## src/sv/tbp_pkg.sv

```systemverilog
// Package for the token bucket budget pacer: widths, codes, structs, helpers.
// No dependencies; used by every other file of the block but the macros header.
package tbp_pkg;

  localparam int unsigned WIN_W         = 48;
  localparam int unsigned CAP_W         = 40;
  localparam int unsigned RATE_W        = 32;
  localparam int unsigned PRICE_W       = 32;
  localparam int unsigned TOK_W         = 50;
  localparam int unsigned SPENT_W       = 48;
  localparam int unsigned CNT_W         = 40;
  localparam int unsigned STATUS_W      = 3;
  localparam int unsigned CFG_IDX_W     = 3;
  localparam int unsigned CFG_DATA_W    = 48;
  localparam int unsigned NEED_W        = 42;
  localparam int unsigned DEF_TIME_BITS = 48;
  localparam int unsigned MILLI         = 1000;

  localparam logic ACT_CHECK  = 1'b0;
  localparam logic ACT_RECORD = 1'b1;

  typedef enum logic [STATUS_W-1:0] {
    ST_GRANTED    = 3'd0,
    ST_PACING_OFF = 3'd1,
    ST_OUTSIDE    = 3'd2,
    ST_NO_TOKENS  = 3'd3,
    ST_RECORDED   = 3'd4
  } tbp_status_t;

  typedef enum logic [CFG_IDX_W-1:0] {
    REG_PACING_ENABLE = 3'd0,
    REG_WINDOW_START  = 3'd1,
    REG_WINDOW_END    = 3'd2,
    REG_BUDGET_CAP    = 3'd3,
    REG_REFILL_RATE   = 3'd4
  } tbp_reg_t;

  typedef struct packed {
    logic               pacing_enable;
    logic [WIN_W-1:0]   window_start;
    logic [WIN_W-1:0]   window_end;
    logic [TOK_W-1:0]   cap_milli;
    logic [RATE_W-1:0]  refill_rate;
  } tbp_cfg_t;

  typedef struct packed {
    logic               recalc;
    logic               action;
    logic               in_window;
    logic [PRICE_W-1:0] price;
    logic [NEED_W-1:0]  need;
  } tbp_item_t;

  function automatic logic [CNT_W-1:0] sat_inc(input logic [CNT_W-1:0] v);
    return (&v) ? v : v + 1'b1;
  endfunction

endpackage

```

## src/sv/tbp_ifs.sv

```systemverilog


interface tbp_cfg_if;
  import tbp_pkg::*;
  logic                  valid;
  logic                  ready;
  logic [CFG_IDX_W-1:0]  index;
  logic [CFG_DATA_W-1:0] data;
  modport source (output valid, index, data, input ready);
  modport sink (input valid, index, data, output ready);
endinterface

```

## src/sv/tbp_cfg_regs.sv

```systemverilog
// Configuration registers of the pacer; the budget is stored pre-scaled to thousandths.
// Depends on tbp_pkg and the tbp_cfg_if interface.
module tbp_cfg_regs (
  input  logic              clk,
  input  logic              rst_n,
  tbp_cfg_if.sink           cfg_chan,
  output tbp_pkg::tbp_cfg_t cfg,
  output logic              rate_wr
);
  import tbp_pkg::*;

  logic              pacing_r;
  logic [WIN_W-1:0]  wstart_r;
  logic [WIN_W-1:0]  wend_r;
  logic [TOK_W-1:0]  cap_r;
  logic [RATE_W-1:0] rate_r;
  tbp_reg_t          idx;

  assign cfg_chan.ready = 1'b1;
  assign idx = tbp_reg_t'(cfg_chan.index);
  assign rate_wr = cfg_chan.valid && (idx == REG_REFILL_RATE);

  always_ff @(posedge clk) begin
    if (!rst_n) begin
      pacing_r <= 1'b0;
      wstart_r <= '0;
      wend_r   <= '1;
      cap_r    <= '0;
      rate_r   <= '0;
    end else if (cfg_chan.valid) begin
      case (idx)
        REG_PACING_ENABLE: pacing_r <= cfg_chan.data[0];
        REG_WINDOW_START:  wstart_r <= cfg_chan.data[WIN_W-1:0];
        REG_WINDOW_END:    wend_r   <= cfg_chan.data[WIN_W-1:0];
        REG_BUDGET_CAP:    cap_r    <= TOK_W'(cfg_chan.data[CAP_W-1:0]) * TOK_W'(MILLI);
        REG_REFILL_RATE:   rate_r   <= cfg_chan.data[RATE_W-1:0];
        default: begin
        end
      endcase
    end
  end

  assign cfg.pacing_enable = pacing_r;
  assign cfg.window_start  = wstart_r;
  assign cfg.window_end    = wend_r;
  assign cfg.cap_milli     = cap_r;
  assign cfg.refill_rate   = rate_r;

endmodule

```

## src/flat_wrapper.sv

```systemverilog
// flat-port wrapper written by rule: the top's interface ports become plain ports
module tbp_cfg_regs_flat import tbp_pkg::*;
  (clk, rst_n, cfg, rate_wr, cfg_chan_valid, cfg_chan_index, cfg_chan_data, cfg_chan_ready);
  tbp_cfg_if cfg_chan_i ();
  input  logic clk;
  input  logic rst_n;
  output tbp_pkg::tbp_cfg_t cfg;
  output logic rate_wr;
  input wire logic [$bits(cfg_chan_i.valid)-1:0] cfg_chan_valid;
  input wire logic [$bits(cfg_chan_i.index)-1:0] cfg_chan_index;
  input wire logic [$bits(cfg_chan_i.data)-1:0] cfg_chan_data;
  output wire logic [$bits(cfg_chan_i.ready)-1:0] cfg_chan_ready;
  assign cfg_chan_i.valid = cfg_chan_valid;
  assign cfg_chan_i.index = cfg_chan_index;
  assign cfg_chan_i.data = cfg_chan_data;
  assign cfg_chan_ready = cfg_chan_i.ready;
  tbp_cfg_regs u_core (.clk(clk), .rst_n(rst_n), .cfg_chan(cfg_chan_i), .cfg(cfg), .rate_wr(rate_wr));
endmodule
```

## config.mk

```make
export PLATFORM = sky130hd
export DESIGN_NAME = tbp_cfg_regs_flat
export DESIGN_NICKNAME = d
export VERILOG_FILES = /design/src/sv/tbp_pkg.sv /design/src/sv/tbp_ifs.sv /design/src/sv/tbp_cfg_regs.sv /design/src/flat_wrapper.sv
export SDC_FILE = /design/constraint.sdc
export NUM_CORES = 1
export LEC_CHECK = 0
export ABC_AREA = 1
export BUFFER_PORTS_ARGS = -buffer_cell sky130_fd_sc_hd__buf_4
export CAP_MARGIN = 5
export CORE_ASPECT_RATIO = 0.75
export CORE_MARGIN = 2
export CORE_UTILIZATION = 45
export CTS_BUF_LIST = sky130_fd_sc_hd__clkbuf_8
export DETAILED_ROUTE_END_ITERATION = 12
export PLACE_DENSITY = 0.76
export SLEW_MARGIN = 25
export SYNTH_ARGS = -nofsm -noshare
export SYNTH_HDL_FRONTEND = slang
export SYNTH_SLANG_ARGS = --single-unit
```

## constraint.sdc

```tcl
create_clock -name clk -period 5 [get_ports clk]
set_input_delay 1 -clock clk [delete_from_list [all_inputs] [get_ports clk]]
set_output_delay 1 -clock clk [all_outputs]
set_load 0.02 [all_outputs]
```

==> results.yml <==
global_route:
  antenna_found_initial: 0
  track_usage_pct: 25.39
  grt_max_degree: 177
  grt_pass1_vias: 12409
  overflow: 0
  grt_pass1_wl_um: 64820
clock_tree:
  cts_tree: "yes"
  path_clk_slew_ns: 0.09
  clock_path_buffers: 2
  cts-root-buf: "clkbuf_8"
  cts-hold-fix-buffers: 0
  insertion_delay_ns: 0.51
  cts_buffers: 17
  cts.sinks: 176
  cts_resized: 0
  h-tree-depth: 4
  cts_setup_buffers: 0
sta:
  rsz0062_at_grt: "no"
  fin_worst_skew_ns: 0
  layout_worst_path_cycle_share_pct: 94.63
  report.final.slew_viol_count: 0
  setup_viol: 0
  clock.fmax_ghz: 0.2113
  fin_crit_ns: 4.732
  worstMarginPinSlew_ns: 0.8921
  final-hold-violation-count: 0
  fin_ws_ns: 0.2683
  slew_headroom_pct: 40.52
setup_path:
  worst-path-stages: 23
  path_buf_inv: 6
  path_common_cell: "nand2_1"
  setup.worst_path.end_class: "register"
  path_delay_family: "adder cells"
  crit_type: "input port to register"
  r2r_cells: 3
  crit_path_cell_trace: "buf_4, inv_1, fa_1, fa_1, fa_1, fa_1, inv_1, ha_1, buf_4, nand2_1, nand2_1, nand2_1, nand2_1, inv_1, nand3_1, nand2_1, nand2_1, nand2_1, nand2_1, nand2_1, nand3_1, nand2_1, inv_1"
  slowest_stage: "fa_1"
  critPathMaxFanout: 5
  cpPeakStageDelay_ns: 0.52
  critical_path_arrival_ns: 5.15
  required_ns: 5.41
  critPathLaunchType: "input port"
place:
  dp_cells: 2579
  routabilityCongestion: 0.9337
  hpwl_um: 32640
  port_buffers: 230
  pre_cts_slack_ns: -0.3318
route:
  wirelength_um: 40450
  dr.pass1.iters: 7
  viasPerCell: 4.837
  via_count: 12630
  wire_per_inst_um: 15.49
  post-route-drc-count: 0
  drt-initial-drc-count: 882
  antenna_left: 0
power:
  peakVddDrop_mv: 0.2629
  power_density_nw_per_um2: 562.6
  pwr-share-clk_pct: 10.4
  switching_power_mw: 4.998
  p_total_mw: 9.977
  internal-power_mw: 4.979
  p_seq_share_pct: 14.9
  leakage_nw: 9.717
  pwr-share-comb_pct: 74.7
  sw_frac_of_total_pct: 50.10
synth:
  ys_ff_latch: 176
  synth_cells: 1829
  synth_area_um2: 14060
  ys_warn_count: 0
  synth_top_area_share_pct: 25.06
  synth_top_area_cell: "dfxtp_1"
  synthTopCellsByArea: "dfxtp_1, fa_1, inv_1"
  avgSynthCellArea_um2: 7.688
  synth_cell_type_count: 29
  ys_seq_area_share_pct: 25.06
worst_hold_path:
  hp-class: "register to register"
  whs_path_depth: 2
floorplan:
  pin_count: 235
  rows: 56
  initial_core_util_pct: 45.30
  core_area_um2: 31040
  dieWidth_um: 208.1
  die_y_um: 157.1
  fp.dieArea_um2: 32690
outcome:
  status: "completed"
finish:
  most-common-layout-cells: "inv_1, buf_4, nand2_1"
  area_delta_synth_final_pct: 26.13
  fill_cells: 2846
  diodes: 0
  final_core_utilization_pct: 57.13
  multi_input_area_um2: 8726
  post_layout_nonfiller_instances: 2611
  seq_area_um2: 3523
  drive_gt1_share_pct: 20.91
  layout_commonest_cell: "inv_1"
  final_nets: 2497
flow_run:
  max-cap-violations: 0
==> final cells by class <==
class                      instances  area share [%]
clock buffer                      18           1.397
clock inverter                    14          0.8043
inverter                         415           8.791
multi-input combinational       1182           49.20
sequential                       176           19.87
tap                              406           2.864
timing repair buffer             400           17.07
==> state kept, by name, indices dropped and copies added, names as in the netlist <==
signal and count:
u_core.wstart_r 48, u_core.wend_r 48, u_core.rate_r 32, u_core.pacing_r 1, u_core.cap_r 47
==> logic make-up after synthesis <==
kind of cell             share of synthesized area (%)
AND/OR/NAND/NOR                                  17.01
buffers and inverters                            13.06
AO/OA/AOI/OAI                                    13.15
adder cells (fa/ha/maj)                          30.29
flip-flops                                       25.06
XOR/XNOR                                         1.370
other                                          0.05341
==> through the flow <==
stage	TNS (ns)	hold slack [ns]	area (um^2)
floorplan	0	0.4528	14070
global placement	-2.910	0.4390	17340
detailed placement	-3.969	0.4520	17340
CTS	0	0.4768	17730
global route	0	0.4960	17730
finish	0	0.4679	17730
==> worst register-to-register path, delay by kind of cell, from the launching register on <==
kind | cells | cell delay, ns
compound gates | 2 | 0.37
flops | 1 | 0.33
buf+inv | 1 | 0.06
==> synth_stat cells, drive strengths merged <==
cell    count
or2         2
o21bai     26
nand4       6
nand2     388
conb        2
buf        21
xor2       18
inv       413
a21oi     108
nand3      74
clkinv      2
dfxtp     176
nor3        8
o21ai     116
o211ai     39
nor4        1
ha        102
fa        149
clkbuf     37
and2        1
xnor2       4
nor2      118
o21a       18
==> power by group through the flow <==
stage                     sequential [mW]  combinational, mW  clock (mW)
after global placement               1.52               7.30           0
after floorplan                      1.58               4.28           0
after detailed placement             1.52               7.37           0
after global routing                 1.49               8.42        1.11
after CTS                            1.49               7.41        1.06
final                                1.49               7.45        1.04
==> worst paths after layout <==
check,start,endpoint,slack [ns]
max reg2reg,u_core.cap_r[15],u_core.cap_r[15],4.15
max,cfg_chan_data[5],u_core.cap_r[39],0.27
min,u_core.wend_r[44],u_core.wend_r[44],0.47
min reg2reg,u_core.wend_r[44],u_core.wend_r[44],0.47
==> metal layers <==
metal / share of wire (%) / track usage, % / vias to the layer above
met5: 0 / 0 / -
met4: 0.81 / 4.488 / 0
met3: 6.8 / 5.467 / 24
met2: 42 / 39.29 / 383
met1: 50 / 36.92 / 5896
li1: - / - / 6327
(Power assumes the default switching activity.)
