--- src/sv/tbp_pkg.sv ---
// Package for the token bucket budget pacer: widths, codes, structs, helpers.
// No dependencies; used by every other file of the block but the macros header.
package tbp_pkg;

  localparam int unsigned WIN_W         = 48;
  localparam int unsigned CAP_W         = 40;
  localparam int unsigned RATE_W        = 32;
  localparam int unsigned PRICE_W       = 32;
  localparam int unsigned TOK_W         = 50;
  localparam int unsigned SPENT_W       = 48;
  localparam int unsigned CNT_W         = 40;
  localparam int unsigned STATUS_W      = 3;
  localparam int unsigned CFG_IDX_W     = 3;
  localparam int unsigned CFG_DATA_W    = 48;
  localparam int unsigned NEED_W        = 42;
  localparam int unsigned DEF_TIME_BITS = 48;
  localparam int unsigned MILLI         = 1000;

  localparam logic ACT_CHECK  = 1'b0;
  localparam logic ACT_RECORD = 1'b1;

  typedef enum logic [STATUS_W-1:0] {
    ST_GRANTED    = 3'd0,
    ST_PACING_OFF = 3'd1,
    ST_OUTSIDE    = 3'd2,
    ST_NO_TOKENS  = 3'd3,
    ST_RECORDED   = 3'd4
  } tbp_status_t;

  typedef enum logic [CFG_IDX_W-1:0] {
    REG_PACING_ENABLE = 3'd0,
    REG_WINDOW_START  = 3'd1,
    REG_WINDOW_END    = 3'd2,
    REG_BUDGET_CAP    = 3'd3,
    REG_REFILL_RATE   = 3'd4
  } tbp_reg_t;

  typedef struct packed {
    logic               pacing_enable;
    logic [WIN_W-1:0]   window_start;
    logic [WIN_W-1:0]   window_end;
    logic [TOK_W-1:0]   cap_milli;
    logic [RATE_W-1:0]  refill_rate;
  } tbp_cfg_t;

  typedef struct packed {
    logic               recalc;
    logic               action;
    logic               in_window;
    logic [PRICE_W-1:0] price;
    logic [NEED_W-1:0]  need;
  } tbp_item_t;

  function automatic logic [CNT_W-1:0] sat_inc(input logic [CNT_W-1:0] v);
    return (&v) ? v : v + 1'b1;
  endfunction

endpackage

--- src/sv/tbp_ifs.sv ---
// Channel interfaces of the pacer: input items, results and register writes.
// Depends on tbp_pkg for the field widths.
interface tbp_in_if;
  import tbp_pkg::*;
  logic               valid;
  logic               ready;
  logic               action;
  logic [WIN_W-1:0]   now_ms;
  logic [PRICE_W-1:0] price;
  modport source (output valid, action, now_ms, price, input ready);
  modport sink (input valid, action, now_ms, price, output ready);
endinterface


--- src/sv/tbp_front.sv ---
// Front pipeline of the pacer: rate times time partial products, price scaling, window test.
// Depends on tbp_pkg and the tbp_in_if interface.
module tbp_front #(
  parameter int unsigned TIME_BITS = tbp_pkg::DEF_TIME_BITS,
  localparam int unsigned TW = (TIME_BITS < tbp_pkg::WIN_W) ? TIME_BITS : tbp_pkg::WIN_W,
  localparam int unsigned PW = TW + tbp_pkg::RATE_W
) (
  input  logic               clk,
  input  logic               rst_n,
  tbp_in_if.sink             in_chan,
  input  tbp_pkg::tbp_cfg_t  cfg,
  input  logic               rate_wr,
  input  logic [TW-1:0]      last_time,
  input  logic               core_take,
  output logic               s2_v,
  output tbp_pkg::tbp_item_t s2_item,
  output logic [TW-1:0]      s2_now,
  output logic [PW-1:0]      s2_pnow
);
  import tbp_pkg::*;

  localparam int unsigned LO_W = (TW + 1) / 2;
  localparam int unsigned HI_W = TW - LO_W;

  logic                   dirty_r;
  logic                   dirty_nxt;
  logic                   s1_v_r;
  tbp_item_t              s1_item_r;
  logic [TW-1:0]          s1_now_r;
  logic [LO_W+RATE_W-1:0] s1_lo_r;
  logic [HI_W+RATE_W-1:0] s1_hi_r;
  logic                   s2_v_r;
  tbp_item_t              s2_item_r;
  logic [TW-1:0]          s2_now_r;
  logic [PW-1:0]          s2_pnow_r;

  logic                   s2_free;
  logic                   s1_free;
  logic                   inject;
  logic                   take_in;
  logic                   load1;
  logic [TW-1:0]          src_now;
  logic [WIN_W-1:0]       wnow;
  tbp_item_t              new_item;

  assign s2_free = !s2_v_r || core_take;
  assign s1_free = !s1_v_r || s2_free;
  assign in_chan.ready = s1_free && !dirty_r;
  assign inject  = dirty_r && s1_free;
  assign take_in = in_chan.valid && in_chan.ready;
  assign load1   = take_in || inject;
  assign dirty_nxt = rate_wr ? 1'b1 : (inject ? 1'b0 : dirty_r);

  assign src_now = inject ? last_time : in_chan.now_ms[TW-1:0];
  assign wnow    = WIN_W'(src_now);

  always_comb begin
    new_item.recalc    = inject;
    new_item.action    = inject ? ACT_CHECK : in_chan.action;
    new_item.in_window = (wnow >= cfg.window_start) && (wnow <= cfg.window_end);
    new_item.price     = in_chan.price;
    new_item.need      = NEED_W'(in_chan.price) * NEED_W'(MILLI);
  end

  always_ff @(posedge clk) begin
    if (!rst_n) begin
      dirty_r <= 1'b0;
      s1_v_r  <= 1'b0;
      s2_v_r  <= 1'b0;
    end else begin
      dirty_r <= dirty_nxt;
      if (s1_free) begin
        s1_v_r <= load1;
      end
      if (s2_free) begin
        s2_v_r <= s1_v_r;
      end
    end
  end

  always_ff @(posedge clk) begin
    if (s1_free && load1) begin
      s1_item_r <= new_item;
      s1_now_r  <= src_now;
      s1_lo_r   <= (LO_W+RATE_W)'(src_now[LO_W-1:0]) * (LO_W+RATE_W)'(cfg.refill_rate);
      s1_hi_r   <= (HI_W+RATE_W)'(src_now[TW-1:LO_W]) * (HI_W+RATE_W)'(cfg.refill_rate);
    end
    if (s2_free && s1_v_r) begin
      s2_item_r <= s1_item_r;
      s2_now_r  <= s1_now_r;
      s2_pnow_r <= (PW'(s1_hi_r) << LO_W) + PW'(s1_lo_r);
    end
  end

  assign s2_v    = s2_v_r;
  assign s2_item = s2_item_r;
  assign s2_now  = s2_now_r;
  assign s2_pnow = s2_pnow_r;

endmodule

--- src/flat_wrapper.sv ---
// flat-port wrapper written by rule: the top's interface ports become plain ports
module tbp_front_flat import tbp_pkg::*;
#(
  parameter int unsigned TIME_BITS = tbp_pkg::DEF_TIME_BITS,
  localparam int unsigned TW = (TIME_BITS < tbp_pkg::WIN_W) ? TIME_BITS : tbp_pkg::WIN_W,
  localparam int unsigned PW = TW + tbp_pkg::RATE_W
)
  (clk, rst_n, cfg, rate_wr, last_time, core_take, s2_v, s2_item, s2_now, s2_pnow, in_chan_valid, in_chan_action, in_chan_now_ms, in_chan_price, in_chan_ready);
  tbp_in_if in_chan_i ();
  input  logic clk;
  input  logic rst_n;
  input  tbp_pkg::tbp_cfg_t cfg;
  input  logic rate_wr;
  input  logic [TW-1:0] last_time;
  input  logic core_take;
  output logic s2_v;
  output tbp_pkg::tbp_item_t s2_item;
  output logic [TW-1:0] s2_now;
  output logic [PW-1:0] s2_pnow;
  input wire logic [$bits(in_chan_i.valid)-1:0] in_chan_valid;
  input wire logic [$bits(in_chan_i.action)-1:0] in_chan_action;
  input wire logic [$bits(in_chan_i.now_ms)-1:0] in_chan_now_ms;
  input wire logic [$bits(in_chan_i.price)-1:0] in_chan_price;
  output wire logic [$bits(in_chan_i.ready)-1:0] in_chan_ready;
  assign in_chan_i.valid = in_chan_valid;
  assign in_chan_i.action = in_chan_action;
  assign in_chan_i.now_ms = in_chan_now_ms;
  assign in_chan_i.price = in_chan_price;
  assign in_chan_ready = in_chan_i.ready;
  tbp_front #(.TIME_BITS(TIME_BITS)) u_core (.clk(clk), .rst_n(rst_n), .in_chan(in_chan_i), .cfg(cfg), .rate_wr(rate_wr), .last_time(last_time), .core_take(core_take), .s2_v(s2_v), .s2_item(s2_item), .s2_now(s2_now), .s2_pnow(s2_pnow));
endmodule
--- config.mk ---
export PLATFORM = sky130hd
export DESIGN_NAME = tbp_front_flat
export DESIGN_NICKNAME = d
export VERILOG_FILES = /design/src/sv/tbp_pkg.sv /design/src/sv/tbp_ifs.sv /design/src/sv/tbp_front.sv /design/src/flat_wrapper.sv
export SDC_FILE = /design/constraint.sdc
export NUM_CORES = 2
export LEC_CHECK = 0
export ABC_AREA = 1
export BUFFER_PORTS_ARGS = -buffer_cell sky130_fd_sc_hd__buf_2
export CAP_MARGIN = 10
export CORE_AREA = 3 3 353 495
export CTS_BUF_LIST = sky130_fd_sc_hd__clkbuf_4
export DETAILED_ROUTE_END_ITERATION = 12
export DIE_AREA = 0 0 356 498
export HOLD_SLACK_MARGIN = 0.08
export SLEW_MARGIN = 20
export SYNTH_ARGS = -nofsm -noshare
export SYNTH_HDL_FRONTEND = slang
export SYNTH_SLANG_ARGS = --single-unit
--- constraint.sdc ---
create_clock -name clk -period 11.2 [get_ports clk]
set_input_delay 1.68 -clock clk [delete_from_list [all_inputs] [get_ports clk]]
set_output_delay 1.68 -clock clk [all_outputs]
set_load 0.02 [all_outputs]
==> metrics.txt <==
pin count of the biggest net entering global routing 75; first-pass GRT wire length 399000 µm; fin nets 11800; Final Setup Violations 0; CTS Buf Count 110; remaining global-route overflow 0; slew margin rel. 0.219; DIE AREA 177000 µm²; clk sinks 435; drt first pass iters 6; ys flop type edfxtp_1; Buffers on Ports roughly 470; cts hold-fix bufs 0; CTS Buffer Depth 3; Initial Utilization 0.451; initial antenna violation count 10; commonest non-fill, non-tap cell in the layout inv_1; initial drt markers 4029; Max Cap Viol 0; post-DR wirelength/cell between 20 and 25 µm; Die H 498 µm; Synth Register Bits about 440; WL met3 23600 µm; Fill cells between 15000 and 20000; critical-path maximum fanout 40; Tcrit/Tclk final 0.805; commonest cells after routing, fill and taps aside 2277 x inv_1, 1956 x nand2_1, 1435 x fa_1; total global-route track usage 0.304; routed wire length on met2 126000 µm; CTS root buf clkbuf_4; post-route setup TNS 0 ns; synth warn 0; CP most frequent cell fa_1; CP startpoint kind input pin; max incr delay on CP 0.55 ns; Min-Delay Path Class reg2reg; minimum clock period 9.01 ns; final-report hold violation count 0; DIE WIDTH 356 µm; Synth Instances 9096; CTS H-Tree Depth 3; DRC 0; FP Rows 179; Critical Path AT between 9 and 10 ns; Layout Skew 0.0983 ns; hpwl dp 210000 µm; fraction of layout cells with a size suffix above 1 0.0939; Required @ worst endpoint approximately 12 ns; Synth cell types 43; Core ar. 170000 µm²; Via-to-Cell Ratio 5.20; Synth Area per Inst 8.43 µm²; register area share after synthesis 0.170; EDFF count, synth 432; Total Wirelength between 200000 and 300000 µm; Post-synth ARST share 0; DRT met1 WL 93200 µm; RSZ-0062 raised after global routing no; measured slew at the worst slew-check pin 1.17 ns; area delta synth->final 7.91%; CTS tree built; Vias 61700; ANT nets after route 0; synthesized area 76700 µm²; clock-pin slew on the worst setup and hold paths roughly 0.06 ns; Top Ports 520; Slowest-stage cell, CP fa_1; run status completed; cts repair resizes 0; Clock Latency Late Sink 1.13 ns; RD Place Congestion 0.964; final max-slew violation count 0; Post-CTS Setup Inserts 0; critical path endpoint category register; worst setup path category in2reg; vias in the first global route about 67000; highest metal used met5; fmax roughly 0.11 GHz
-- cells in the mapped netlist, types with 2 or more instances --
| cell | n | area share |
|---|---|---|
| clkbuf_1 | 146 | 0.0071 |
| or2_1 | 38 | 0.0031 |
| xnor2_1 | 12 | 0.0014 |
| nand4_1 | 47 | 0.0038 |
| inv_2 | 34 | 0.0017 |
| xor2_1 | 104 | 0.012 |
| ha_1 | 577 | 0.094 |
| nand2b_1 | 2 | 0.00016 |
| o21ai_4 | 15 | 0.0032 |
| a21boi_0 | 5 | 0.00049 |
| a31oi_1 | 2 | 0.00016 |
| nand2_1 | 1957 | 0.096 |
| nor4_1 | 11 | 0.00090 |
| fa_1 | 1435 | 0.37 |
| o21a_1 | 9 | 0.00088 |
| o21ai_2 | 32 | 0.0037 |
| buf_2 | 66 | 0.0043 |
| a21oi_1 | 223 | 0.015 |
| nor2_1 | 1143 | 0.056 |
| clkinv_1 | 14 | 0.00069 |
| a21o_1 | 17 | 0.0017 |
| nor3_1 | 41 | 0.0027 |
| inv_4 | 14 | 0.0011 |
| buf_4 | 37 | 0.0036 |
| nand3_1 | 172 | 0.011 |
| nand3b_1 | 12 | 0.0012 |
| dfxtp_1 | 3 | 0.00078 |
| inv_1 | 2285 | 0.11 |
| buf_6 | 28 | 0.0041 |
| o211ai_1 | 2 | 0.00020 |
| o21ai_0 | 93 | 0.0061 |
| nand2_2 | 48 | 0.0039 |
| edfxtp_1 | 432 | 0.17 |
| and2_1 | 4 | 0.00033 |
| o21bai_1 | 28 | 0.0027 |
-- through the flow --
| step | cells | util | setup slack (ns) | cell area (µm²) | hold WS [ns] |
|---|---|---|---|---|---|
| floorplan | 9098 | - | 3.18 | 76700 | 0.400 |
| global placement | 11700 | 0.477 | 1.19 | 81300 | 0.401 |
| detailed placement | 11700 | 0.478 | 1.10 | 81300 | 0.405 |
| CTS | 11900 | 0.486 | 2.35 | 82700 | 0.349 |
| global route | 11900 | 0.486 | 1.76 | 82700 | 0.349 |
| finish | 11900 | 0.486 | 2.19 | 82800 | 0.396 |
-- flip-flops by register name, summed over array words and instances (netlist names) --
signal and count:
u_core.s2_item 72, u_core.s2_v 1, u_core.s2_pnow 80, u_core.dirty_r 1, u_core.s1_lo_r 56, u_core.s1_now_r 48
u_core.s2_now 48, u_core.s1_hi_r 56, u_core.s1_item_r 72, u_core.s1_v_r 1
-- routing by layer --
metal,track usage,vias up
met3,0.0660,971
met2,0.515,2939
li1,-,27500
met1,0.344,30300
met4,0.204,4
met5,0,-
-- critical path: cells and delay by family --
| kind | cells | cell delay, ns |
|---|---|---|
| buffers and inverters | 12 | 2.13 |
| AND/OR/NAND/NOR | 7 | 0.84 |
| AO/OA/AOI/OAI | 5 | 1.23 |
| adder cells (fa/ha/maj) | 8 | 3.90 |
-- cell type report --
cell class | count | area (µm²) | share of cell area
Multi-Input combinational cell | 6039 | 53400 | 0.645
Clock buffer | 146 | 1100 | 0.0132
Tap cell | 2262 | 2830 | 0.0342
Timing Repair Buffer | 577 | 3190 | 0.0385
Sequential cell | 435 | 13000 | 0.157
Antenna cell | 6 | 15.0 | 0.000181
Inverter | 2347 | 8840 | 0.107
Clock inverter | 48 | 342 | 0.00413
-- path summary, 6_finish.rpt --
path                            cells past startpoint                 end                from  slack (ns)
worst min-delay path                                0  u_core.s2_pnow[18]  u_core.s1_lo_r[18]        0.40
worst min register to register                      0  u_core.s2_pnow[18]  u_core.s1_lo_r[18]        0.40
worst max-delay path                               32  u_core.s1_hi_r[36]           core_take        2.19
worst max register to register                     30  u_core.s1_hi_r[36]         u_core.s2_v        2.52
-- cells by family after synthesis --
group / after synthesis / share of synthesized area
AO/OA/AOI/OAI: 427 / 0.0337
XOR/XNOR: 116 / 0.0132
other: 1 / 0.0000489
buffers and inverters: 2624 / 0.135
flip-flops: 435 / 0.170
adder cells (fa/ha/maj): 2012 / 0.469
AND/OR/NAND/NOR: 3481 / 0.180
Power is not shown: default switching activity piles up to over one toggle a cycle in this logic, so the estimate is an artifact.
