$ cat src/sv/tbp_pkg.sv
// Package for the token bucket budget pacer: widths, codes, structs, helpers.
// No dependencies; used by every other file of the block but the macros header.
package tbp_pkg;

  localparam int unsigned WIN_W         = 48;
  localparam int unsigned CAP_W         = 40;
  localparam int unsigned RATE_W        = 32;
  localparam int unsigned PRICE_W       = 32;
  localparam int unsigned TOK_W         = 50;
  localparam int unsigned SPENT_W       = 48;
  localparam int unsigned CNT_W         = 40;
  localparam int unsigned STATUS_W      = 3;
  localparam int unsigned CFG_IDX_W     = 3;
  localparam int unsigned CFG_DATA_W    = 48;
  localparam int unsigned NEED_W        = 42;
  localparam int unsigned DEF_TIME_BITS = 48;
  localparam int unsigned MILLI         = 1000;

  localparam logic ACT_CHECK  = 1'b0;
  localparam logic ACT_RECORD = 1'b1;

  typedef enum logic [STATUS_W-1:0] {
    ST_GRANTED    = 3'd0,
    ST_PACING_OFF = 3'd1,
    ST_OUTSIDE    = 3'd2,
    ST_NO_TOKENS  = 3'd3,
    ST_RECORDED   = 3'd4
  } tbp_status_t;

  typedef enum logic [CFG_IDX_W-1:0] {
    REG_PACING_ENABLE = 3'd0,
    REG_WINDOW_START  = 3'd1,
    REG_WINDOW_END    = 3'd2,
    REG_BUDGET_CAP    = 3'd3,
    REG_REFILL_RATE   = 3'd4
  } tbp_reg_t;

  typedef struct packed {
    logic               pacing_enable;
    logic [WIN_W-1:0]   window_start;
    logic [WIN_W-1:0]   window_end;
    logic [TOK_W-1:0]   cap_milli;
    logic [RATE_W-1:0]  refill_rate;
  } tbp_cfg_t;

  typedef struct packed {
    logic               recalc;
    logic               action;
    logic               in_window;
    logic [PRICE_W-1:0] price;
    logic [NEED_W-1:0]  need;
  } tbp_item_t;

  function automatic logic [CNT_W-1:0] sat_inc(input logic [CNT_W-1:0] v);
    return (&v) ? v : v + 1'b1;
  endfunction

endpackage

$ cat src/sv/tbp_ifs.sv


interface tbp_out_if;
  import tbp_pkg::*;
  logic                valid;
  logic                ready;
  logic [STATUS_W-1:0] status;
  logic                allowed;
  logic [TOK_W-1:0]    tokens_left;
  logic [SPENT_W-1:0]  spent_total;
  logic [CNT_W-1:0]    impressions_total;
  logic [CNT_W-1:0]    checks_total;
  logic [CNT_W-1:0]    allows_total;
  logic [CNT_W-1:0]    denies_total;
  modport source (output valid, status, allowed, tokens_left, spent_total,
                  impressions_total, checks_total, allows_total, denies_total,
                  input ready);
  modport sink (input valid, status, allowed, tokens_left, spent_total,
                impressions_total, checks_total, allows_total, denies_total,
                output ready);
endinterface


$ cat src/sv/tbp_core.sv
// Pacer state and result register: bucket refill, grant decision and saturating counters.
// Depends on tbp_pkg and the tbp_out_if interface.
module tbp_core #(
  parameter int unsigned TIME_BITS = tbp_pkg::DEF_TIME_BITS,
  localparam int unsigned TW = (TIME_BITS < tbp_pkg::WIN_W) ? TIME_BITS : tbp_pkg::WIN_W,
  localparam int unsigned PW = TW + tbp_pkg::RATE_W
) (
  input  logic               clk,
  input  logic               rst_n,
  input  tbp_pkg::tbp_cfg_t  cfg,
  input  logic               s2_v,
  input  tbp_pkg::tbp_item_t s2_item,
  input  logic [TW-1:0]      s2_now,
  input  logic [PW-1:0]      s2_pnow,
  output logic               core_take,
  output logic [TW-1:0]      last_time,
  tbp_out_if.source          out_chan
);
  import tbp_pkg::*;

  logic               started_r, started_nxt;
  logic [TOK_W-1:0]   tok_r, tok_nxt;
  logic [TW-1:0]      last_r, last_nxt;
  logic [PW-1:0]      plast_r, plast_nxt;
  logic [SPENT_W-1:0] spent_r, spent_nxt;
  logic [CNT_W-1:0]   imp_r, imp_nxt;
  logic [CNT_W-1:0]   chk_r, chk_nxt;
  logic [CNT_W-1:0]   alw_r, alw_nxt;
  logic [CNT_W-1:0]   dny_r, dny_nxt;

  logic               out_v_r;
  tbp_status_t        status_r, status_nxt;
  logic               allowed_r, allowed_nxt;
  logic [TOK_W-1:0]   out_tok_r;
  logic [SPENT_W-1:0] out_spent_r;
  logic [CNT_W-1:0]   out_imp_r, out_chk_r, out_alw_r, out_dny_r;

  logic               out_load;
  logic [SPENT_W:0]   spent_sum;
  logic [PW-1:0]      diff;
  logic [TOK_W:0]     tok_sum;
  logic [TOK_W-1:0]   tok_fill;

  assign core_take = s2_v && (s2_item.recalc || !out_v_r || out_chan.ready);
  assign out_load  = core_take && !s2_item.recalc;
  assign last_time = last_r;

  assign spent_sum = (SPENT_W+1)'(spent_r) + (SPENT_W+1)'(s2_item.price);
  assign diff      = s2_pnow - plast_r;
  assign tok_sum   = (TOK_W+1)'(tok_r) + (TOK_W+1)'(diff[TOK_W-1:0]);

  always_comb begin
    started_nxt = started_r;
    tok_nxt     = tok_r;
    last_nxt    = last_r;
    plast_nxt   = plast_r;
    spent_nxt   = spent_r;
    imp_nxt     = imp_r;
    chk_nxt     = chk_r;
    alw_nxt     = alw_r;
    dny_nxt     = dny_r;
    status_nxt  = ST_PACING_OFF;
    allowed_nxt = 1'b0;
    tok_fill    = tok_r;
    if (s2_item.recalc) begin
      plast_nxt = s2_pnow;
    end else if (s2_item.action == ACT_RECORD) begin
      spent_nxt  = (spent_sum[SPENT_W] || (&spent_sum[SPENT_W-1:0])) ? '1
                                                                  : spent_sum[SPENT_W-1:0];
      imp_nxt    = sat_inc(imp_r);
      status_nxt = ST_RECORDED;
    end else if (!cfg.pacing_enable) begin
      status_nxt  = ST_PACING_OFF;
      allowed_nxt = 1'b1;
    end else begin
      chk_nxt = sat_inc(chk_r);
      if (!s2_item.in_window) begin
        status_nxt = ST_OUTSIDE;
      end else begin
        if (!started_r) begin
          started_nxt = 1'b1;
          tok_fill    = cfg.cap_milli;
          last_nxt    = s2_now;
          plast_nxt   = s2_pnow;
        end else if (s2_now > last_r) begin
          tok_fill  = ((|diff[PW-1:TOK_W]) || (tok_sum > (TOK_W+1)'(cfg.cap_milli)))
                      ? cfg.cap_milli : tok_sum[TOK_W-1:0];
          last_nxt  = s2_now;
          plast_nxt = s2_pnow;
        end
        if (tok_fill >= TOK_W'(s2_item.need)) begin
          tok_nxt     = tok_fill - TOK_W'(s2_item.need);
          alw_nxt     = sat_inc(alw_r);
          status_nxt  = ST_GRANTED;
          allowed_nxt = 1'b1;
        end else begin
          tok_nxt    = tok_fill;
          dny_nxt    = sat_inc(dny_r);
          status_nxt = ST_NO_TOKENS;
        end
      end
    end
  end

  always_ff @(posedge clk) begin
    if (!rst_n) begin
      started_r <= 1'b0;
      tok_r     <= '0;
      last_r    <= '0;
      plast_r   <= '0;
      spent_r   <= '0;
      imp_r     <= '0;
      chk_r     <= '0;
      alw_r     <= '0;
      dny_r     <= '0;
      out_v_r   <= 1'b0;
    end else begin
      if (core_take) begin
        started_r <= started_nxt;
        tok_r     <= tok_nxt;
        last_r    <= last_nxt;
        plast_r   <= plast_nxt;
        spent_r   <= spent_nxt;
        imp_r     <= imp_nxt;
        chk_r     <= chk_nxt;
        alw_r     <= alw_nxt;
        dny_r     <= dny_nxt;
      end
      if (out_load) begin
        out_v_r <= 1'b1;
      end else if (out_chan.ready) begin
        out_v_r <= 1'b0;
      end
    end
  end

  always_ff @(posedge clk) begin
    if (out_load) begin
      status_r    <= status_nxt;
      allowed_r   <= allowed_nxt;
      out_tok_r   <= tok_nxt;
      out_spent_r <= spent_nxt;
      out_imp_r   <= imp_nxt;
      out_chk_r   <= chk_nxt;
      out_alw_r   <= alw_nxt;
      out_dny_r   <= dny_nxt;
    end
  end

  assign out_chan.valid             = out_v_r;
  assign out_chan.status            = status_r;
  assign out_chan.allowed           = allowed_r;
  assign out_chan.tokens_left       = out_tok_r;
  assign out_chan.spent_total       = out_spent_r;
  assign out_chan.impressions_total = out_imp_r;
  assign out_chan.checks_total      = out_chk_r;
  assign out_chan.allows_total      = out_alw_r;
  assign out_chan.denies_total      = out_dny_r;

endmodule

$ cat src/flat_wrapper.sv
// flat-port wrapper written by rule: the top's interface ports become plain ports
module tbp_core_flat import tbp_pkg::*;
#(
  parameter int unsigned TIME_BITS = tbp_pkg::DEF_TIME_BITS,
  localparam int unsigned TW = (TIME_BITS < tbp_pkg::WIN_W) ? TIME_BITS : tbp_pkg::WIN_W,
  localparam int unsigned PW = TW + tbp_pkg::RATE_W
)
  (clk, rst_n, cfg, s2_v, s2_item, s2_now, s2_pnow, core_take, last_time, out_chan_valid, out_chan_status, out_chan_allowed, out_chan_tokens_left, out_chan_spent_total, out_chan_impressions_total, out_chan_checks_total, out_chan_allows_total, out_chan_denies_total, out_chan_ready);
  tbp_out_if out_chan_i ();
  input  logic clk;
  input  logic rst_n;
  input  tbp_pkg::tbp_cfg_t cfg;
  input  logic s2_v;
  input  tbp_pkg::tbp_item_t s2_item;
  input  logic [TW-1:0] s2_now;
  input  logic [PW-1:0] s2_pnow;
  output logic core_take;
  output logic [TW-1:0] last_time;
  output wire logic [$bits(out_chan_i.valid)-1:0] out_chan_valid;
  output wire logic [$bits(out_chan_i.status)-1:0] out_chan_status;
  output wire logic [$bits(out_chan_i.allowed)-1:0] out_chan_allowed;
  output wire logic [$bits(out_chan_i.tokens_left)-1:0] out_chan_tokens_left;
  output wire logic [$bits(out_chan_i.spent_total)-1:0] out_chan_spent_total;
  output wire logic [$bits(out_chan_i.impressions_total)-1:0] out_chan_impressions_total;
  output wire logic [$bits(out_chan_i.checks_total)-1:0] out_chan_checks_total;
  output wire logic [$bits(out_chan_i.allows_total)-1:0] out_chan_allows_total;
  output wire logic [$bits(out_chan_i.denies_total)-1:0] out_chan_denies_total;
  input wire logic [$bits(out_chan_i.ready)-1:0] out_chan_ready;
  assign out_chan_valid = out_chan_i.valid;
  assign out_chan_status = out_chan_i.status;
  assign out_chan_allowed = out_chan_i.allowed;
  assign out_chan_tokens_left = out_chan_i.tokens_left;
  assign out_chan_spent_total = out_chan_i.spent_total;
  assign out_chan_impressions_total = out_chan_i.impressions_total;
  assign out_chan_checks_total = out_chan_i.checks_total;
  assign out_chan_allows_total = out_chan_i.allows_total;
  assign out_chan_denies_total = out_chan_i.denies_total;
  assign out_chan_i.ready = out_chan_ready;
  tbp_core #(.TIME_BITS(TIME_BITS)) u_core (.clk(clk), .rst_n(rst_n), .cfg(cfg), .s2_v(s2_v), .s2_item(s2_item), .s2_now(s2_now), .s2_pnow(s2_pnow), .core_take(core_take), .last_time(last_time), .out_chan(out_chan_i));
endmodule
$ cat config.mk
export PLATFORM = sky130hd
export DESIGN_NAME = tbp_core_flat
export DESIGN_NICKNAME = d
export VERILOG_FILES = /design/src/sv/tbp_pkg.sv /design/src/sv/tbp_ifs.sv /design/src/sv/tbp_core.sv /design/src/flat_wrapper.sv
export SDC_FILE = /design/constraint.sdc
export NUM_CORES = 2
export LEC_CHECK = 0
export ABC_AREA = 1
export BUFFER_PORTS_ARGS = -buffer_cell sky130_fd_sc_hd__buf_2
export CAP_MARGIN = 20
export CORE_UTILIZATION = 41
export CTS_CLUSTER_SIZE = 28
export DETAILED_ROUTE_END_ITERATION = 8
export GPL_ROUTABILITY_DRIVEN = 0
export HOLD_SLACK_MARGIN = 0.05
export PLACE_DENSITY = 0.59
export REMOVE_ABC_BUFFERS = 1
export SYNTH_ARGS = -nofsm -noshare
export SYNTH_HDL_FRONTEND = slang
export SYNTH_SLANG_ARGS = --single-unit
export TNS_END_PERCENT = 30
$ cat constraint.sdc
create_clock -name clk -period 18.6 [get_ports clk]
set_clock_uncertainty 0.2 [all_clocks]
set_input_delay 1.86 -clock clk [delete_from_list [all_inputs] [get_ports clk]]
set_output_delay 1.86 -clock clk [all_outputs]
set_load 0.02 [all_outputs]
==> results.sh <==
export IMPL_count_of_h_tree_levels_built_during_cts=3
export IMPL_worst_endpoint_arrival_ps=14260
export IMPL_count_of_vias_placed_by_the_detailed_router=49500
export IMPL_critical_path_peak_fanout=64
export IMPL_timing_max_cap_violations=0
export IMPL_finalHoldWorstSlack_ps=254
export IMPL_grt_use_total=0.276
export IMPL_floorplan_io_pins=700
export IMPL_critical_path_top_delay_family="compound AO/OA/AOI/OAI gates"
export IMPL_yosys_mux_area_fraction=0
export IMPL_global_route_peak_usage_layer="met2"
export IMPL_cp_common_cell="sky130_fd_sc_hd__inv_1"
export IMPL_setup_repair_after_global_routing_missed_its_margin="false"
export IMPL_yosysWarningCount=0
export IMPL_post_route_min_period_ps=14040
export IMPL_worst_setup_end_kind="flip-flop"
export IMPL_cts_num_sinks=650
export IMPL_synth_flop_cell="sky130_fd_sc_hd__dfxtp_1"
export IMPL_leakage_component_of_the_power_nw=27.9
export IMPL_ys_async_sr_fraction=0
export IMPL_yosysSeqAreaShare=0.320
export IMPL_chip_height_um=347
export IMPL_row_count=126
export IMPL_crit_buf_inv=12
export IMPL_layout_filler_cells=12300
export IMPL_sequential_cell_area_um2=15600
export IMPL_crit_path_max_incr_delay_ps=820
export IMPL_clk_root_buffer_cell="sky130_fd_sc_hd__clkbuf_16"
export IMPL_syn_cell_area_um2=48800
export IMPL_synth_top_cell_area_share=0.161
export IMPL_coreArea_um2=118000
export IMPL_setup_violations_final=0
export IMPL_post_cts_resized_instances=0
export IMPL_post_route_period_util=0.755
export IMPL_outcome="completed"
export IMPL_numCtsBuffers=80
export IMPL_postCtsHoldBufs=0
export IMPL_path_class="input port to flip-flop"
export IMPL_worst_pin_slew_ps=1060
export IMPL_ys_ff_latch=650
export IMPL_areaGrowthSynthToFinish_pct=14.2
export IMPL_edff_count_synth=262
export IMPL_post_drt_via_cell_ratio=5.21
export IMPL_grt_util_met1=0.366
export IMPL_final_max_slew_viol_count=0
export IMPL_worst_endpoint_required_ps=18820
export IMPL_synth_area_leaders="sky130_fd_sc_hd__edfxtp_1 (16%), sky130_fd_sc_hd__dfxtp_1 (16%), sky130_fd_sc_hd__nand2_1 (15%)"
export IMPL_final_setup_worst_slack_ps=4560
export IMPL_synth_xor_xnor_area_share=0.0492
export IMPL_first_global_vias=45400
export IMPL_grt_overflow_total=0
export IMPL_initial_utilization=0.413
export IMPL_worst_setup_path_start_kind="input port"
export IMPL_hold_path_class="flip-flop to flip-flop"
export IMPL_routed_wl_mm=171
export IMPL_max_freq_mhz=71.2
export IMPL_power_per_cell_area_nw_per_um2=84.0
export IMPL_tritoncts="built"
export IMPL_ir_worst_vdd_mv=0.0636
export IMPL_clock_insertion_delay_worst_skew_ps=690
export IMPL_first_iter_violations=3881
export IMPL_remaining_drc_errors=0
export IMPL_detailed_place_hpwl_mm=135
export IMPL_wl_per_cell_um=18.0
export IMPL_grt_antenna_before_repair=64
export IMPL_multiInputGateArea_um2=27100
export IMPL_max_slew_margin=0.290
export IMPL_port_buffers=571
export IMPL_cpMaxStageDelayCell="sky130_fd_sc_hd__nor2_4"
export IMPL_drt_first_pass_iters=6
export IMPL_grt_first_pass_wirelength_mm=259
export IMPL_adder_cell_share_of_the_synthesized_area=0.0804
export IMPL_combinational_family_with_the_most_area_after_synthesis="simple AND/OR/NAND/NOR gates"
export IMPL_ctsLongestPathBuffers=3
export IMPL_clk_pin_slew_ps=60
export IMPL_post_synth_num_cell_types=57
export IMPL_remaining_antenna_violation_count_after_routing=0
export IMPL_grt_max_degree=144
export IMPL_grtUsageMet3=0.0532
export IMPL_grtUsageMet2=0.443
export IMPL_totalNegativeSetupSlack_ps=0
export IMPL_die_x_um=347
export IMPL_synth_compound_area_frac=0.147
export IMPL_post_place_ws_ps=4040
export IMPL_finalHoldViolCount=0
export IMPL_cts_repair_timing_setup_buffer_count=0
export IMPL_synthesis_instances=7414
export IMPL_syn_mean_instance_area_um2=6.58
export IMPL_post_synth_top_area_cell="sky130_fd_sc_hd__edfxtp_1"
export IMPL_post_route_cells_drive_above_1_share=0.108
export IMPL_share_of_synthesized_cell_area_in_and_or_nand_and_nor_gates=0.279
export IMPL_num_nets_final=8577
export IMPL_die_area_um2=120000
==> layout make-up <==
type / instances / share of cell area
clock buffer: 104 / 0.0394
tap: 1536 / 0.0345
inverter: 1371 / 0.0927
multi-input combinational: 5170 / 0.487
sequential: 650 / 0.281
timing repair buffer: 605 / 0.0560
antenna: 31 / 0.00139
clock inverter: 46 / 0.00842
==> synth_stat cells, types with 24 or more instances <==
master	number
sky130_fd_sc_hd__nor2_1	596
sky130_fd_sc_hd__nor3_1	136
sky130_fd_sc_hd__a31oi_1	49
sky130_fd_sc_hd__o221ai_1	43
sky130_fd_sc_hd__ha_1	307
sky130_fd_sc_hd__inv_2	57
sky130_fd_sc_hd__edfxtp_1	262
sky130_fd_sc_hd__nand4_1	108
sky130_fd_sc_hd__nand3_1	400
sky130_fd_sc_hd__dfxtp_1	388
sky130_fd_sc_hd__nor4_1	43
sky130_fd_sc_hd__o21ai_1	62
sky130_fd_sc_hd__inv_1	1306
sky130_fd_sc_hd__o211ai_1	35
sky130_fd_sc_hd__xnor2_1	51
sky130_fd_sc_hd__a21oi_1	612
sky130_fd_sc_hd__nand2_1	1898
sky130_fd_sc_hd__xor2_1	214
sky130_fd_sc_hd__clkbuf_1	180
sky130_fd_sc_hd__o21ai_0	431
sky130_fd_sc_hd__o21bai_1	24
==> state kept, by name, summed over array words and instances, names as in the netlist, 40 cells and up <==
register	count
u_core.alw_r	40
u_core.chk_r	40
u_core.dny_r	40
u_core.imp_r	40
u_core.last_time	48
u_core.out_chan.allows_total	40
u_core.out_chan.checks_total	40
u_core.out_chan.denies_total	40
u_core.out_chan.impressions_total	40
u_core.out_chan.spent_total	48
u_core.out_chan.tokens_left	50
u_core.plast_r	80
u_core.spent_r	48
u_core.tok_r	50
==> placed cells by master (no fill, tap or decap), types with 43 or more instances in the layout <==
| cell | n |
|---|---|
| sky130_fd_sc_hd__nor4_1 | 43 |
| sky130_fd_sc_hd__xnor2_1 | 51 |
| sky130_fd_sc_hd__nor2_1 | 593 |
| sky130_fd_sc_hd__nand3_1 | 400 |
| sky130_fd_sc_hd__a31oi_1 | 49 |
| sky130_fd_sc_hd__inv_1 | 1301 |
| sky130_fd_sc_hd__ha_1 | 307 |
| sky130_fd_sc_hd__nor3_1 | 136 |
| sky130_fd_sc_hd__a21oi_1 | 612 |
| sky130_fd_sc_hd__o21ai_1 | 61 |
| sky130_fd_sc_hd__nand4_1 | 108 |
| sky130_fd_sc_hd__clkbuf_16 | 82 |
| sky130_fd_sc_hd__nand2_1 | 1895 |
| sky130_fd_sc_hd__buf_2 | 570 |
| sky130_fd_sc_hd__o221ai_1 | 43 |
| sky130_fd_sc_hd__o21ai_0 | 431 |
| sky130_fd_sc_hd__xor2_1 | 214 |
| sky130_fd_sc_hd__edfxtp_1 | 262 |
| sky130_fd_sc_hd__inv_2 | 59 |
| sky130_fd_sc_hd__dfxtp_1 | 388 |
==> logic make-up (layout without fill, tap and decap cells) <==
family	after synthesis	in the layout
XOR/XNOR	270	270
flip-flops	650	650
adder cells (fa/ha/maj)	311	311
buffers and inverters	1594	2126
AO/OA/AOI/OAI	1324	1324
AND/OR/NAND/NOR	3265	3265
other	0	31
==> per-stage QoR <==
step	power [mW]	cells	util	instance area, um2
6_report	4.68	9513	0.472	55700
5_1_grt	4.96	9489	0.471	55700
4_1_cts	4.71	9482	0.471	55700
3_5_place_dp	3.10	9332	0.449	53000
3_3_place_gp	3.08	9332	0.449	53000
2_1_floorplan	2.67	7191	-	47900
==> layer usage <==
layer  up-vias  part of all wire
li1      24900                 -
met4        38             0.035
met2      1651              0.44
met1     22600              0.44
met3       351             0.077
met5         -            0.0013
==> tightest hold or removal path, cell delays in order (launching register included) <==
cell	delay, ps
sky130_fd_sc_hd__dfxtp_1	290
sky130_fd_sc_hd__inv_1	60
sky130_fd_sc_hd__a21oi_1	50
==> report_power, final <==
group          internal, mW  switching (mW)
sequential             1.58          0.0640
combinational         0.477           0.969
clock                 0.913           0.679
total                  2.97            1.71
==> worst paths after layout <==
check	from	endpoint	slack, ps	cells after the start
hold / removal	u_core.plast_r[17]$_SDFFE_PN0P_	u_core.plast_r[17]$_SDFFE_PN0P_	250	2
setup reg to reg	u_core.plast_r[0]$_SDFFE_PN0P_	u_core.out_chan.denies_total[1]$_DFFE_PP_	5680	52
hold reg to reg	u_core.plast_r[17]$_SDFFE_PN0P_	u_core.plast_r[17]$_SDFFE_PN0P_	250	2
setup / recovery	s2_pnow[0]	u_core.out_chan.denies_total[1]$_DFFE_PP_	4560	54
(Power assumes the default switching activity.)
